<file path="src/rtl/goi_pkg.sv">
// Shared constants, types and command and status structs of the gyroscope orientation integrator.
package goi_pkg;

    localparam int MATRIX_FRAC_BITS = 30;
    localparam int CORDIC_STEPS     = 24;
    localparam int ATAN_DEPTH       = 30;

    localparam int WRAP_MOD  = 411774832;
    localparam int WRAP_HALF = 205887416;
    localparam longint WRAP_T32 = 64'h1_0000_0000 % 64'(WRAP_MOD);
    localparam int WRAP_K    = int'((WRAP_T32 * WRAP_T32) % 64'(WRAP_MOD));
    localparam int DIV_Q     = 1000;

    localparam logic signed [34:0] HALF_PI_Q30 = 35'sd1686629713;
    localparam logic signed [34:0] PI_Q30      = 35'sd3373259426;
    localparam logic signed [34:0] THETA_BIAS  = 35'sd4294967296;
    localparam logic signed [63:0] NUM_BIAS    = 64'sd4294967296000 + 64'sd500;
    localparam logic signed [32:0] CORDIC_GAIN = 33'sd652032874;
    localparam logic signed [31:0] ONE_Q30     = 32'sd1073741824;

    localparam logic [31:0] ATAN_Q30 [ATAN_DEPTH] = '{
        32'h3243F6A8, 32'h1DAC6705, 32'h0FADBAFC, 32'h07F56EA6, 32'h03FEAB76,
        32'h01FFD55B, 32'h00FFFAAA, 32'h007FFF55, 32'h003FFFEA, 32'h001FFFFD,
        32'h000FFFFF, 32'h0007FFFF, 32'h0003FFFF, 32'h0001FFFF, 32'h0000FFFF,
        32'h00007FFF, 32'h00003FFF, 32'h00001FFF, 32'h00000FFF, 32'h000007FF,
        32'h000003FF, 32'h000001FF, 32'h000000FF, 32'h0000007F, 32'h0000003F,
        32'h0000001F, 32'h0000000F, 32'h00000008, 32'h00000004, 32'h00000002
    };

    typedef enum logic [3:0] {
        DP_NOP, DP_LOAD, DP_MUL, DP_ACC, DP_DIVP, DP_DIV, DP_FIXR,
        DP_THETA, DP_CORDIC, DP_TRIG, DP_WRITE, DP_COPY, DP_EMIT
    } dp_op_t;

    typedef enum logic [1:0] {
        PH_RATE, PH_XY, PH_AZ, PH_RM
    } phase_t;

    typedef struct packed {
        dp_op_t     op;
        phase_t     phase;
        logic [1:0] axis;
        logic [1:0] row;
        logic [1:0] col;
        logic [1:0] k;
        logic [4:0] cnt;
    } cmd_t;

    typedef struct packed {
        logic out_free;
    } sts_t;

endpackage

</file>
<file path="src/rtl/goi_ctrl.sv">
// Controller: sequences the datapath for samples and takes.
module goi_ctrl (
    input  logic          clk,
    input  logic          rst_n,
    input  logic          in_valid,
    output logic          in_stall,
    input  logic          operation,
    input  goi_pkg::sts_t sts,
    output goi_pkg::cmd_t cmd
);
    import goi_pkg::*;

    typedef enum logic [13:0] {
        S_IDLE  = 14'b00000000000001,
        S_RMUL  = 14'b00000000000010,
        S_DIVP  = 14'b00000000000100,
        S_DIVM  = 14'b00000000001000,
        S_FIXR  = 14'b00000000010000,
        S_DIVQ  = 14'b00000000100000,
        S_THETA = 14'b00000001000000,
        S_CORD  = 14'b00000010000000,
        S_TRIG  = 14'b00000100000000,
        S_MAC   = 14'b00001000000000,
        S_ACC   = 14'b00010000000000,
        S_WRITE = 14'b00100000000000,
        S_COPY  = 14'b01000000000000,
        S_EMIT  = 14'b10000000000000
    } state_t;

    state_t     state_reg, state_next;
    logic       first_reg, first_next;
    phase_t     phase_reg, phase_next;
    logic [1:0] axis_reg, axis_next;
    logic [1:0] row_reg, row_next;
    logic [1:0] col_reg, col_next;
    logic [1:0] k_reg, k_next;
    logic [4:0] cnt_reg, cnt_next;

    always_comb
    begin
        state_next = state_reg;
        first_next = first_reg;
        phase_next = phase_reg;
        axis_next  = axis_reg;
        row_next   = row_reg;
        col_next   = col_reg;
        k_next     = k_reg;
        cnt_next   = cnt_reg;
        cmd        = '{op: DP_NOP, phase: phase_reg, axis: axis_reg, row: row_reg,
                       col: col_reg, k: k_reg, cnt: cnt_reg};
        in_stall   = (state_reg != S_IDLE);

        unique case (state_reg)
            S_IDLE:
            begin
                if (in_valid)
                begin
                    cmd.op = DP_LOAD;
                    if (operation)
                    begin
                        row_next   = 2'd0;
                        state_next = S_EMIT;
                    end
                    else if (first_reg)
                    begin
                        first_next = 1'b0;
                    end
                    else
                    begin
                        axis_next  = 2'd0;
                        phase_next = PH_RATE;
                        k_next     = 2'd0;
                        state_next = S_RMUL;
                    end
                end
            end
            S_RMUL:
            begin
                cmd.op     = DP_MUL;
                state_next = S_DIVP;
            end
            S_DIVP:
            begin
                cmd.op     = DP_DIVP;
                cnt_next   = '0;
                state_next = S_DIVM;
            end
            S_DIVM:
            begin
                cmd.op   = DP_DIV;
                cnt_next = cnt_reg + 5'd1;
                if (cnt_reg == 5'd15)
                    state_next = S_FIXR;
            end
            S_FIXR:
            begin
                cmd.op     = DP_FIXR;
                cnt_next   = '0;
                state_next = S_DIVQ;
            end
            S_DIVQ:
            begin
                cmd.op   = DP_DIV;
                cnt_next = cnt_reg + 5'd1;
                if (cnt_reg == 5'd15)
                    state_next = S_THETA;
            end
            S_THETA:
            begin
                cmd.op     = DP_THETA;
                cnt_next   = '0;
                state_next = S_CORD;
            end
            S_CORD:
            begin
                cmd.op   = DP_CORDIC;
                cnt_next = cnt_reg + 5'd1;
                if (cnt_reg == 5'(CORDIC_STEPS - 1))
                    state_next = S_TRIG;
            end
            S_TRIG:
            begin
                cmd.op = DP_TRIG;
                if (axis_reg == 2'd2)
                begin
                    phase_next = PH_XY;
                    row_next   = 2'd0;
                    col_next   = 2'd0;
                    k_next     = 2'd0;
                    state_next = S_MAC;
                end
                else
                begin
                    axis_next  = axis_reg + 2'd1;
                    state_next = S_RMUL;
                end
            end
            S_MAC:
            begin
                cmd.op = DP_MUL;
                if (k_reg == 2'd2)
                    state_next = S_ACC;
                else
                    k_next = k_reg + 2'd1;
            end
            S_ACC:
            begin
                cmd.op     = DP_ACC;
                state_next = S_WRITE;
            end
            S_WRITE:
            begin
                cmd.op     = DP_WRITE;
                k_next     = 2'd0;
                state_next = S_MAC;
                if (col_reg != 2'd2)
                begin
                    col_next = col_reg + 2'd1;
                end
                else
                begin
                    col_next = 2'd0;
                    if (row_reg != 2'd2)
                    begin
                        row_next = row_reg + 2'd1;
                    end
                    else
                    begin
                        row_next = 2'd0;
                        if (phase_reg == PH_RM)
                            state_next = S_COPY;
                        else
                            phase_next = (phase_reg == PH_XY) ? PH_AZ : PH_RM;
                    end
                end
            end
            S_COPY:
            begin
                cmd.op     = DP_COPY;
                state_next = S_IDLE;
            end
            S_EMIT:
            begin
                if (sts.out_free)
                begin
                    cmd.op = DP_EMIT;
                    if (row_reg == 2'd2)
                        state_next = S_IDLE;
                    else
                        row_next = row_reg + 2'd1;
                end
            end
            default:
                state_next = S_IDLE;
        endcase
    end

    always_ff @(posedge clk or negedge rst_n)
    begin
        if (!rst_n)
        begin
            state_reg <= S_IDLE;
            first_reg <= 1'b1;
            phase_reg <= PH_RATE;
            axis_reg  <= '0;
            row_reg   <= '0;
            col_reg   <= '0;
            k_reg     <= '0;
            cnt_reg   <= '0;
        end
        else
        begin
            state_reg <= state_next;
            first_reg <= first_next;
            phase_reg <= phase_next;
            axis_reg  <= axis_next;
            row_reg   <= row_next;
            col_reg   <= col_next;
            k_reg     <= k_next;
            cnt_reg   <= cnt_next;
        end
    end

endmodule

</file>
<file path="config.mk">
export PLATFORM = sky130hd
export DESIGN_NAME = goi_ctrl
export DESIGN_NICKNAME = d
export VERILOG_FILES = /design/src/rtl/goi_pkg.sv /design/src/rtl/goi_ctrl.sv
export SDC_FILE = /design/constraint.sdc
export NUM_CORES = 1
export LEC_CHECK = 0
export ABC_AREA = 1
export BUFFER_PORTS_ARGS = -buffer_cell sky130_fd_sc_hd__buf_2
export CORE_MARGIN = 2
export CORE_UTILIZATION = 60
export DETAILED_ROUTE_END_ITERATION = 10
export PLACE_DENSITY = 0.9
export SLEW_MARGIN = 20
export SYNTH_ARGS = -nofsm -noshare
export SYNTH_HDL_FRONTEND = slang
export SYNTH_SLANG_ARGS = --single-unit
export TNS_END_PERCENT = 10
</file>
<file path="constraint.sdc">
create_clock -name clk -period 3.6 [get_ports clk]
set_clock_uncertainty 0.2 [all_clocks]
set_input_delay 0.18 -clock clk [delete_from_list [all_inputs] [get_ports clk]]
set_output_delay 0.18 -clock clk [all_outputs]
set_load 0.02 [all_outputs]
</file>
# Yosys cells after proc, flatten, opt, wreduce, memory -nomap -nowiden
# Cells that the tools add are included.
# word_totals
register_bits	30
in_bits	5
output_inout_bits	20
wordCells	114
# op_classes
n_addsub	5
n_eq_ne	42
mux	41
bitwise	1
reduce_logical	17
# op_table
op	n
one-hot mux 14 bit (13 select lines)	1
two-way mux 14 bit	9
one-hot mux 4 bit (12 select lines)	1
two-way mux 13 bit	3
inequality test 2 bit (second input constant)	19
two-way mux 2 bit	17
one-hot mux 2 bit (4 select lines)	2
AND reduction 8 bit	2
equality test 14 x 1 -> 1 bit (second input constant)	1
equality test 14 x 10 -> 1 bit (second input constant)	1
equality test 14 x 11 -> 1 bit (second input constant)	1
equality test 14 x 12 -> 1 bit (second input constant)	1
equality test 14 x 13 -> 1 bit (second input constant)	1
equality test 14 bit (second input constant)	1
equality test 14 x 2 -> 1 bit (second input constant)	1
equality test 14 x 3 -> 1 bit (second input constant)	1
equality test 14 x 4 -> 1 bit (second input constant)	1
equality test 14 x 5 -> 1 bit (second input constant)	1
equality test 14 x 6 -> 1 bit (second input constant)	1
equality test 14 x 7 -> 1 bit (second input constant)	1
equality test 14 x 8 -> 1 bit (second input constant)	1
equality test 14 x 9 -> 1 bit (second input constant)	1
inequality test 14 x 1 -> 1 bit (second input constant)	1
two-way mux 10 bit	1
other kinds (23)	36

# Logic depth before layout (Yosys ltp)
# Gate-level depths: netlist (run 1).
# logic_depth
ltp_word	6
depth_mapped	11
depth_no_buf	11

# Worst setup path after synthesis (run 1)
# No wires, ideal clock.
# synth_path
kind	register to output
start	reg state_reg[0]
end	out cmd[16] (netlist name)
t_arrival_ps	1354
required_ps	3220
slack_ps	1866
path_stages_with_launch	9
n_path_buf	1
path_cell_list	dfstp_2 > nor2_2 > nand2_4 > nor2_8 > buf_6 > nand2_2 > nand3_1 > a21oi_1 > nand4_1
# synth_rtl
element	line_no	rtl
start, declared	goi_ctrl.sv:30	state_t state_reg, state_next;
start signal, assigned	goi_ctrl.sv:213	state_reg <= state_next;
end, declared	goi_ctrl.sv:9	output goi_pkg::cmd_t cmd

# Worst setup path in the final report (run 1)
# layout_path
start	reg state_reg[9]
end	reg first_reg
# layout_via
elab_chain_cells	2
# layout_rtl
element	line_no	rtl
equality test 14 x 1 -> 1 bit	goi_ctrl.sv:53	unique case (state_reg)
AND reduction 3 bit (no line)	n/a	
end signal, assigned	goi_ctrl.sv:214	first_reg <= first_next;
end, declared	goi_ctrl.sv:31	logic first_reg, first_next;
# No other way between the ends.
# A chain may end at the register's enable or synchronous reset.

==> impl_metrics.xml, run 1 <==
<?xml version="1.0" encoding="UTF-8"?>
<metrics>
  <group name="detailed_routing">
    <metric name="post_route_drc_violation_count" unit="">0</metric>
    <metric name="wl" unit="um">4544</metric>
    <metric name="vias" unit="">1982</metric>
    <metric name="drt_first_iter_violations" unit="">136</metric>
    <metric name="wl_per_cell" unit="um">12.48</metric>
    <metric name="vias_per_cell" unit="">5.445</metric>
    <metric name="drtAntennaViolNets" unit="">0</metric>
    <metric name="dr.pass1.iters" unit="">4</metric>
  </group>
  <group name="grt">
    <metric name="grt.total_usage" unit="%">25.67</metric>
    <metric name="gr-total-overflow" unit="">0</metric>
    <metric name="antenna_found_initial" unit="">0</metric>
    <metric name="grt_max_degree" unit="">31</metric>
    <metric name="grt_first_pass_wirelength" unit="um">7086</metric>
    <metric name="first_global_vias" unit="">1652</metric>
  </group>
  <group name="cts">
    <metric name="postCtsSetupRepairBufs" unit="">0</metric>
    <metric name="clkSlewWorstSetupHoldPaths" unit="ns">0.10</metric>
    <metric name="clock-root-buffer" unit="">sky130_fd_sc_hd__clkbuf_4</metric>
    <metric name="cts_htree_levels" unit="">2</metric>
    <metric name="tritoncts_num_sinks" unit="">30</metric>
    <metric name="cts_tree" unit="">yes</metric>
    <metric name="cts-buffers-inserted" unit="">5</metric>
    <metric name="cts-root-to-sink-buffers" unit="">2</metric>
    <metric name="clkLatencyLatePin" unit="ns">0.34</metric>
  </group>
  <group name="floorplan">
    <metric name="pin_count" unit="">25</metric>
    <metric name="core-area" unit="um^2">3284</metric>
    <metric name="die_h" unit="um">61.89</metric>
    <metric name="dieWidth" unit="um">61.89</metric>
    <metric name="die_area" unit="um^2">3830</metric>
    <metric name="initial_utilization" unit="%">61.22</metric>
    <metric name="fp-row-count" unit="">21</metric>
  </group>
  <group name="setup_path">
    <metric name="worstSetupEndpointType" unit="">register</metric>
    <metric name="crit_required" unit="ns">3.68</metric>
    <metric name="cell_breakdown_of_the_critical_path" unit="">nor2_2, nand2_2, nor2_4, nand2_2, inv_2, nand2_1, o21ai_0, dlygate4sd3_1, inv_1</metric>
    <metric name="critical_path.slowest_cell" unit="">sky130_fd_sc_hd__dlygate4sd3_1</metric>
    <metric name="worst_endpoint_data_arrival_time" unit="ns">2.49</metric>
    <metric name="dominant_cell_type_by_count_on_the_critical_path" unit="">sky130_fd_sc_hd__nand2_2</metric>
    <metric name="regToRegStartpoint" unit="">state_reg[9]$_DFFE_PN0P_</metric>
    <metric name="cp_slowest_stage_delay" unit="ns">0.57</metric>
    <metric name="r2r-end" unit="">first_reg$_DFFE_PN1P_</metric>
    <metric name="startpoint_type" unit="">register</metric>
    <metric name="regToRegSetupSlack" unit="ns">1.19</metric>
    <metric name="timing.reg2reg.worst_path_depth" unit="">9</metric>
    <metric name="type_of_the_worst_setup_path" unit="">register to register</metric>
    <metric name="critical_path_peak_fanout" unit="">16</metric>
  </group>
  <group name="finish">
    <metric name="area_growth_syn_to_layout" unit="%">12.20</metric>
    <metric name="layout_commonest_cell" unit="">sky130_fd_sc_hd__nand2_1</metric>
    <metric name="finish.net_count" unit="">329</metric>
    <metric name="largest_reg_flops" unit="">14</metric>
    <metric name="final.fill_count" unit="">290</metric>
    <metric name="final_cell_mix" unit="">sky130_fd_sc_hd__nand2_1, sky130_fd_sc_hd__nor2_1, sky130_fd_sc_hd__inv_1</metric>
    <metric name="post_route_cells_drive_above_1_share" unit="%">20.13</metric>
    <metric name="instances_no_fill" unit="">364</metric>
    <metric name="antenna_cells_inserted" unit="">0</metric>
    <metric name="final_cell_area" unit="um^2">2256</metric>
  </group>
  <group name="timing">
    <metric name="final.setup.tns" unit="ns">0</metric>
    <metric name="final.hold.worst_slack" unit="ns">0.01399</metric>
    <metric name="max_slew_margin" unit="%">56.75</metric>
    <metric name="maxClockFrequency" unit="GHz">0.4150</metric>
    <metric name="worst_slew_pin_slew" unit="ns">0.6488</metric>
    <metric name="maxSlewViolCount" unit="">0</metric>
    <metric name="final_worst_path_period_share" unit="%">66.94</metric>
    <metric name="setup_viol_count_final" unit="">0</metric>
    <metric name="setup_repair_after_global_routing_missed_its_margin" unit="">no</metric>
    <metric name="finalWorstPathRequiredPeriod" unit="ns">2.410</metric>
    <metric name="finalHoldViolations" unit="">0</metric>
  </group>
  <group name="yosys">
    <metric name="synth_largest_area_cell" unit="">sky130_fd_sc_hd__dfrtp_1</metric>
    <metric name="syn_inst" unit="">285</metric>
    <metric name="synthesis.area_per_instance" unit="um^2">7.055</metric>
    <metric name="synth_top_cell_area_share" unit="%">34.85</metric>
    <metric name="yosysUniqueCellTypes" unit="">28</metric>
    <metric name="yosys_register_bits" unit="">30</metric>
    <metric name="ys.warnings.count" unit="">0</metric>
    <metric name="netlist_area" unit="um^2">2011</metric>
    <metric name="synthTopCellsByArea" unit="">sky130_fd_sc_hd__dfrtp_1, sky130_fd_sc_hd__nand2_1, sky130_fd_sc_hd__nor2_1</metric>
    <metric name="synth-seq-area-share" unit="%">37.46</metric>
    <metric name="synth_nets" unit="">297</metric>
  </group>
  <group name="place">
    <metric name="io_buffers" unit="">24</metric>
    <metric name="dp_hpwl" unit="um">3464</metric>
    <metric name="placed_cells_incl_taps" unit="">353</metric>
    <metric name="placed_area" unit="um^2">2166</metric>
    <metric name="globalplace.congestion" unit="">0.9629</metric>
  </group>
  <group name="status">
    <metric name="run_status" unit="">finished clean</metric>
  </group>
  <group name="pwr">
    <metric name="static-leakage-power" unit="nW">1.257</metric>
    <metric name="cellPowerDensity" unit="nW/um^2">524.9</metric>
    <metric name="p_total" unit="mW">1.184</metric>
    <metric name="vdd_ir_drop_max" unit="mV">0.3290</metric>
  </group>
  <group name="worst_hold_path">
    <metric name="hold_class" unit="">primary input to register</metric>
    <metric name="hold_path_depth" unit="">4</metric>
    <metric name="min_from" unit="">sts</metric>
    <metric name="worstHoldEndpoint" unit="">state_reg[13]$_DFFE_PN0P_</metric>
  </group>
  <group name="run">
    <metric name="max_cap_violations" unit="">0</metric>
  </group>
</metrics>
## stage by stage
step / utilization (%) / worst slack, ns
2_1_floorplan: - / 1.866
4_1_cts: 68.69 / 1.241
3_3_place_gp: 65.94 / 1.622
3_5_place_dp: 65.94 / 1.608
5_1_grt: 68.69 / 1.068
6_report: 68.69 / 1.190
## timing repair
action | 4_1_cts | 5_1_grt
endpoints found under the setup margin | 0 | 0
hold buffers | 3 | 0
endpoints found under the hold margin | 30 | 0
gates resized for setup | 0 | 0
## layout make-up
class,instances,area [um^2],area share [%]
sequential,30,753.2,33.39
clock buffer,7,55.05,2.440
tap,46,57.56,2.551
timing repair buffer,27,150.1,6.656
inverter,37,138.9,6.156
multi-input combinational,216,1096,48.59
clock inverter,1,5.005,0.2219
## metal layers
metal  part of all wire, %  up-vias  wire length, um  GRT usage (%)
li1                      -      978                -              -
met1                    46      908             2093          34.65
met2                    45       82             2053          39.40
met3                   6.4       14              292          6.418
met4                   2.3        0              106          10.94
met5                     0        -                0              0
## cell families after synthesis
logic type                 Yosys count  synth area share, %
and+or+nand+nor                    190                44.87
buffers and inverters               39                8.027
DFF                                 30                37.46
AOI/OAI and AO/OA                   18                4.854
adders and majority gates            7                4.356
xor gates and xnor gates             1               0.4357
## worst max path at each step
| stage | from | to | slack (ns) |
|---|---|---|---|
| 3_3_place_gp | state_reg[5]$_DFFE_PN0P_ | cmd[18] | 1.62 |
| 3_5_place_dp | state_reg[6]$_DFFE_PN0P_ | cmd[16] | 1.61 |
| 4_1_cts | state_reg[6]$_DFFE_PN0P_ | cmd[16] | 1.24 |
| 2_1_floorplan | state_reg[0]$_DFFE_PN1P_ | cmd[16] | 1.87 |
| 6_report | state_reg[9]$_DFFE_PN0P_ | first_reg$_DFFE_PN1P_ | 1.19 |
| 5_1_grt | state_reg[9]$_DFFE_PN0P_ | first_reg$_DFFE_PN1P_ | 1.07 |
## power breakdown
part | switching [mW] | leakage, nW | internal (mW)
logic | 0.405 | 0.811 | 0.164
clock network | 0.118 | 0.0353 | 0.0945
registers | 0.0333 | 0.410 | 0.370
## critical path: cells and delay by family (launching register included)
kind / cells / cell delay, ns
flip-flops: 1 / 0.43
AO/OA/AOI/OAI: 1 / 0.15
AND/OR/NAND/NOR: 5 / 0.85
buffers and inverters: 3 / 0.72
## Yosys cell counts, drive strengths merged
| library cell | count |
|---|---|
| nand2 | 87 |
| nor2 | 55 |
| inv | 37 |
| dfrtp | 28 |
| nand3 | 27 |
| nand4 | 12 |
| o21ai | 10 |
| ha | 7 |
| a21oi | 5 |
| nand3b | 3 |
| or2 | 3 |
| buf | 2 |
| dfstp | 2 |
| nor3 | 2 |
| nor4 | 1 |
| o221ai | 1 |
| o22ai | 1 |
| o31ai | 1 |
| xor2 | 1 |
Note: power is estimated with default switching activity, not from simulation.
==> run 2, diff against run 1 <==
- CORE_UTILIZATION: 60 -> 58
- PLACE_DENSITY: 0.9 -> 0.88
- clock period: 3.6 -> 2.4 ns (I/O delays scaled with it)
==> run 2 against run 1 <==
  * Clock power is 37% higher
  * Power increased by 52%
  * Critical path depth down 1
  * Critical endpoint is now cmd[18]
  * Critical path type is now register to primary output
  * Routed wire length is 7.3% higher
  * Largest cell class unchanged
  * Via count barely moved
  * Hold slack improved by 0.14 ns
  * Die area is 3.2% higher
  * Combinational power increased by 58%
  * Non-clock buffer count is 6 higher
==> impl_metrics.xml, run 2 (synthesis results as in run 1) <==
<?xml version="1.0" encoding="UTF-8"?>
<metrics>
  <group name="status">
    <metric name="run_status" unit="">finished clean</metric>
  </group>
  <group name="cts">
    <metric name="cts-root-to-sink-buffers" unit="">2</metric>
    <metric name="cts_htree_levels" unit="">2</metric>
    <metric name="cts-buffers-inserted" unit="">5</metric>
    <metric name="clock-root-buffer" unit="">sky130_fd_sc_hd__clkbuf_4</metric>
    <metric name="postCtsResizedCells" unit="">0</metric>
    <metric name="cts_tree" unit="">yes</metric>
    <metric name="clkLatencyLatePin" unit="ns">0.34</metric>
    <metric name="clkSlewWorstSetupHoldPaths" unit="ns">0.10</metric>
    <metric name="tritoncts_num_sinks" unit="">30</metric>
  </group>
  <group name="setup_path">
    <metric name="startpoint_type" unit="">register</metric>
    <metric name="timing.reg2reg.worst_path_depth" unit="">9</metric>
    <metric name="critical_path_peak_fanout" unit="">16</metric>
    <metric name="cell_breakdown_of_the_critical_path" unit="">nor2_4, nand2_4, nor2_8, nand2_2, nand2_1, inv_1, nand4_1, buf_2</metric>
    <metric name="crit_required" unit="ns">2.08</metric>
    <metric name="critical_path.slowest_cell" unit="">sky130_fd_sc_hd__dfrtp_1</metric>
    <metric name="cp_slowest_stage_delay" unit="ns">0.45</metric>
    <metric name="worstSetupEndpointType" unit="">primary output</metric>
    <metric name="worst_endpoint_data_arrival_time" unit="ns">1.98</metric>
    <metric name="regToRegSetupSlack" unit="ns">0.37</metric>
    <metric name="r2r-end" unit="">cnt_reg[2]$_DFFE_PN0P_</metric>
    <metric name="regToRegStartpoint" unit="">state_reg[8]$_DFFE_PN0P_</metric>
    <metric name="type_of_the_worst_setup_path" unit="">register to primary output</metric>
  </group>
  <group name="finish">
    <metric name="layout_commonest_cell" unit="">sky130_fd_sc_hd__nand2_1</metric>
    <metric name="final.fill_count" unit="">298</metric>
    <metric name="largest_reg_flops" unit="">14</metric>
    <metric name="final_cell_area" unit="um^2">2292</metric>
    <metric name="area_growth_syn_to_layout" unit="%">14.00</metric>
    <metric name="final_cell_mix" unit="">sky130_fd_sc_hd__nand2_1, sky130_fd_sc_hd__nor2_1, sky130_fd_sc_hd__inv_1</metric>
    <metric name="post_route_cells_drive_above_1_share" unit="%">20.68</metric>
    <metric name="antenna_cells_inserted" unit="">0</metric>
    <metric name="finish.net_count" unit="">335</metric>
  </group>
  <group name="place">
    <metric name="dp_hpwl" unit="um">3569</metric>
    <metric name="globalplace.congestion" unit="">0.9061</metric>
    <metric name="io_buffers" unit="">24</metric>
    <metric name="placed_area" unit="um^2">2166</metric>
  </group>
  <group name="run">
    <metric name="max_cap_violations" unit="">0</metric>
  </group>
  <group name="grt">
    <metric name="antenna_found_initial" unit="">0</metric>
    <metric name="grt.total_usage" unit="%">27.19</metric>
    <metric name="grt_max_degree" unit="">31</metric>
    <metric name="gr-total-overflow" unit="">0</metric>
    <metric name="first_global_vias" unit="">1881</metric>
    <metric name="grt_first_pass_wirelength" unit="um">8342</metric>
  </group>
  <group name="detailed_routing">
    <metric name="wl_per_cell" unit="um">13.18</metric>
    <metric name="vias_per_cell" unit="">5.354</metric>
    <metric name="drt_first_iter_violations" unit="">144</metric>
    <metric name="drtAntennaViolNets" unit="">0</metric>
    <metric name="wl" unit="um">4875</metric>
    <metric name="post_route_drc_violation_count" unit="">0</metric>
    <metric name="dr.pass1.iters" unit="">7</metric>
    <metric name="vias" unit="">1981</metric>
  </group>
  <group name="floorplan">
    <metric name="initial_utilization" unit="%">60.25</metric>
    <metric name="dieWidth" unit="um">62.88</metric>
    <metric name="core-area" unit="um^2">3337</metric>
    <metric name="fp-row-count" unit="">21</metric>
    <metric name="pin_count" unit="">25</metric>
    <metric name="die_h" unit="um">62.88</metric>
    <metric name="die_area" unit="um^2">3954</metric>
  </group>
  <group name="timing">
    <metric name="finalWorstPathRequiredPeriod" unit="ns">2.300</metric>
    <metric name="setup_viol_count_final" unit="">0</metric>
    <metric name="finalHoldViolations" unit="">0</metric>
    <metric name="maxClockFrequency" unit="GHz">0.4347</metric>
    <metric name="worst_slew_pin_slew" unit="ns">0.6760</metric>
    <metric name="final_worst_path_period_share" unit="%">95.85</metric>
    <metric name="setup_repair_after_global_routing_missed_its_margin" unit="">yes</metric>
    <metric name="maxSlewViolCount" unit="">0</metric>
    <metric name="max_slew_margin" unit="%">54.93</metric>
  </group>
  <group name="pwr">
    <metric name="cellPowerDensity" unit="nW/um^2">783.1</metric>
    <metric name="vdd_ir_drop_max" unit="mV">0.5906</metric>
    <metric name="static-leakage-power" unit="nW">1.277</metric>
    <metric name="p_total" unit="mW">1.795</metric>
  </group>
  <group name="worst_hold_path">
    <metric name="hold_class" unit="">primary input to asynchronous set/reset pin</metric>
  </group>
</metrics>
-- run 2: per-layer routing --
metal / up-vias / share of wire (%) / GRT usage [%]
met2: 87 / 48 / 44.81
met1: 883 / 42 / 35.13
met5: - / 0 / 0
met4: 0 / 3.4 / 11.67
li1: 991 / - / -
met3: 20 / 6.3 / 4.685
-- run 2: worst max path at each step --
stage | from | slack (ns) | cells past startpoint | end
after floorplan | cnt_reg[0]$_DFFE_PN0P_ | 0.69 | 10 | state_reg[8]$_DFFE_PN0P_
after global placement | state_reg[10]$_DFFE_PN0P_ | 0.38 | 10 | state_reg[6]$_DFFE_PN0P_
after detailed placement | state_reg[9]$_DFFE_PN0P_ | 0.39 | 10 | state_reg[6]$_DFFE_PN0P_
after CTS | state_reg[9]$_DFFE_PN0P_ | 0.09 | 8 | cmd[16]
after global routing | state_reg[6]$_DFFE_PN0P_ | -0.03 | 8 | cmd[16]
final | state_reg[5]$_DFFE_PN0P_ | 0.1 | 8 | cmd[18]
-- run 2: worst max-delay path: cells and delay by family, from the launching register on --
kind	cells	cell delay, ns
buffers and inverters	2	0.23
DFF	1	0.45
and+or+nand+nor	6	0.97
-- run 2: power breakdown --
part | internal, mW | switching, mW
registers | 0.554 | 0.0518
clock network | 0.117 | 0.174
logic | 0.281 | 0.617
total | 0.952 | 0.843
-- run 2: repair_timing --
action / CTS / global route
hold buffers: 4 / 0
endpoints found under the setup margin: 0 / 4
endpoints found under the hold margin: 30 / 0
buffers inserted: 0 / 5
-- run 2: per-stage QoR --
stage	cells	TNS (ns)	hold slack (ns)	utilization (%)	setup WS (ns)
floorplan	285	0	-0.3756	-	0.6910
global placement	353	0	-0.01890	64.90	0.3751
detailed placement	353	0	-0.01413	64.90	0.3883
CTS	365	0	0.1545	67.57	0.09247
global route	370	-0.04456	0.2122	68.69	-0.03338
finish	370	0	0.1499	68.69	0.09956
-- run 2: area by class of cell --
class	instances	area [um^2]	area share, %
Timing Repair Buffer	33	197.7	8.624
Tap cell	46	57.56	2.511
Clock buffer	8	48.80	2.129
Inverter	37	138.9	6.059
Multi-Input combinational cell	216	1096	47.82
Sequential cell	30	753.2	32.86
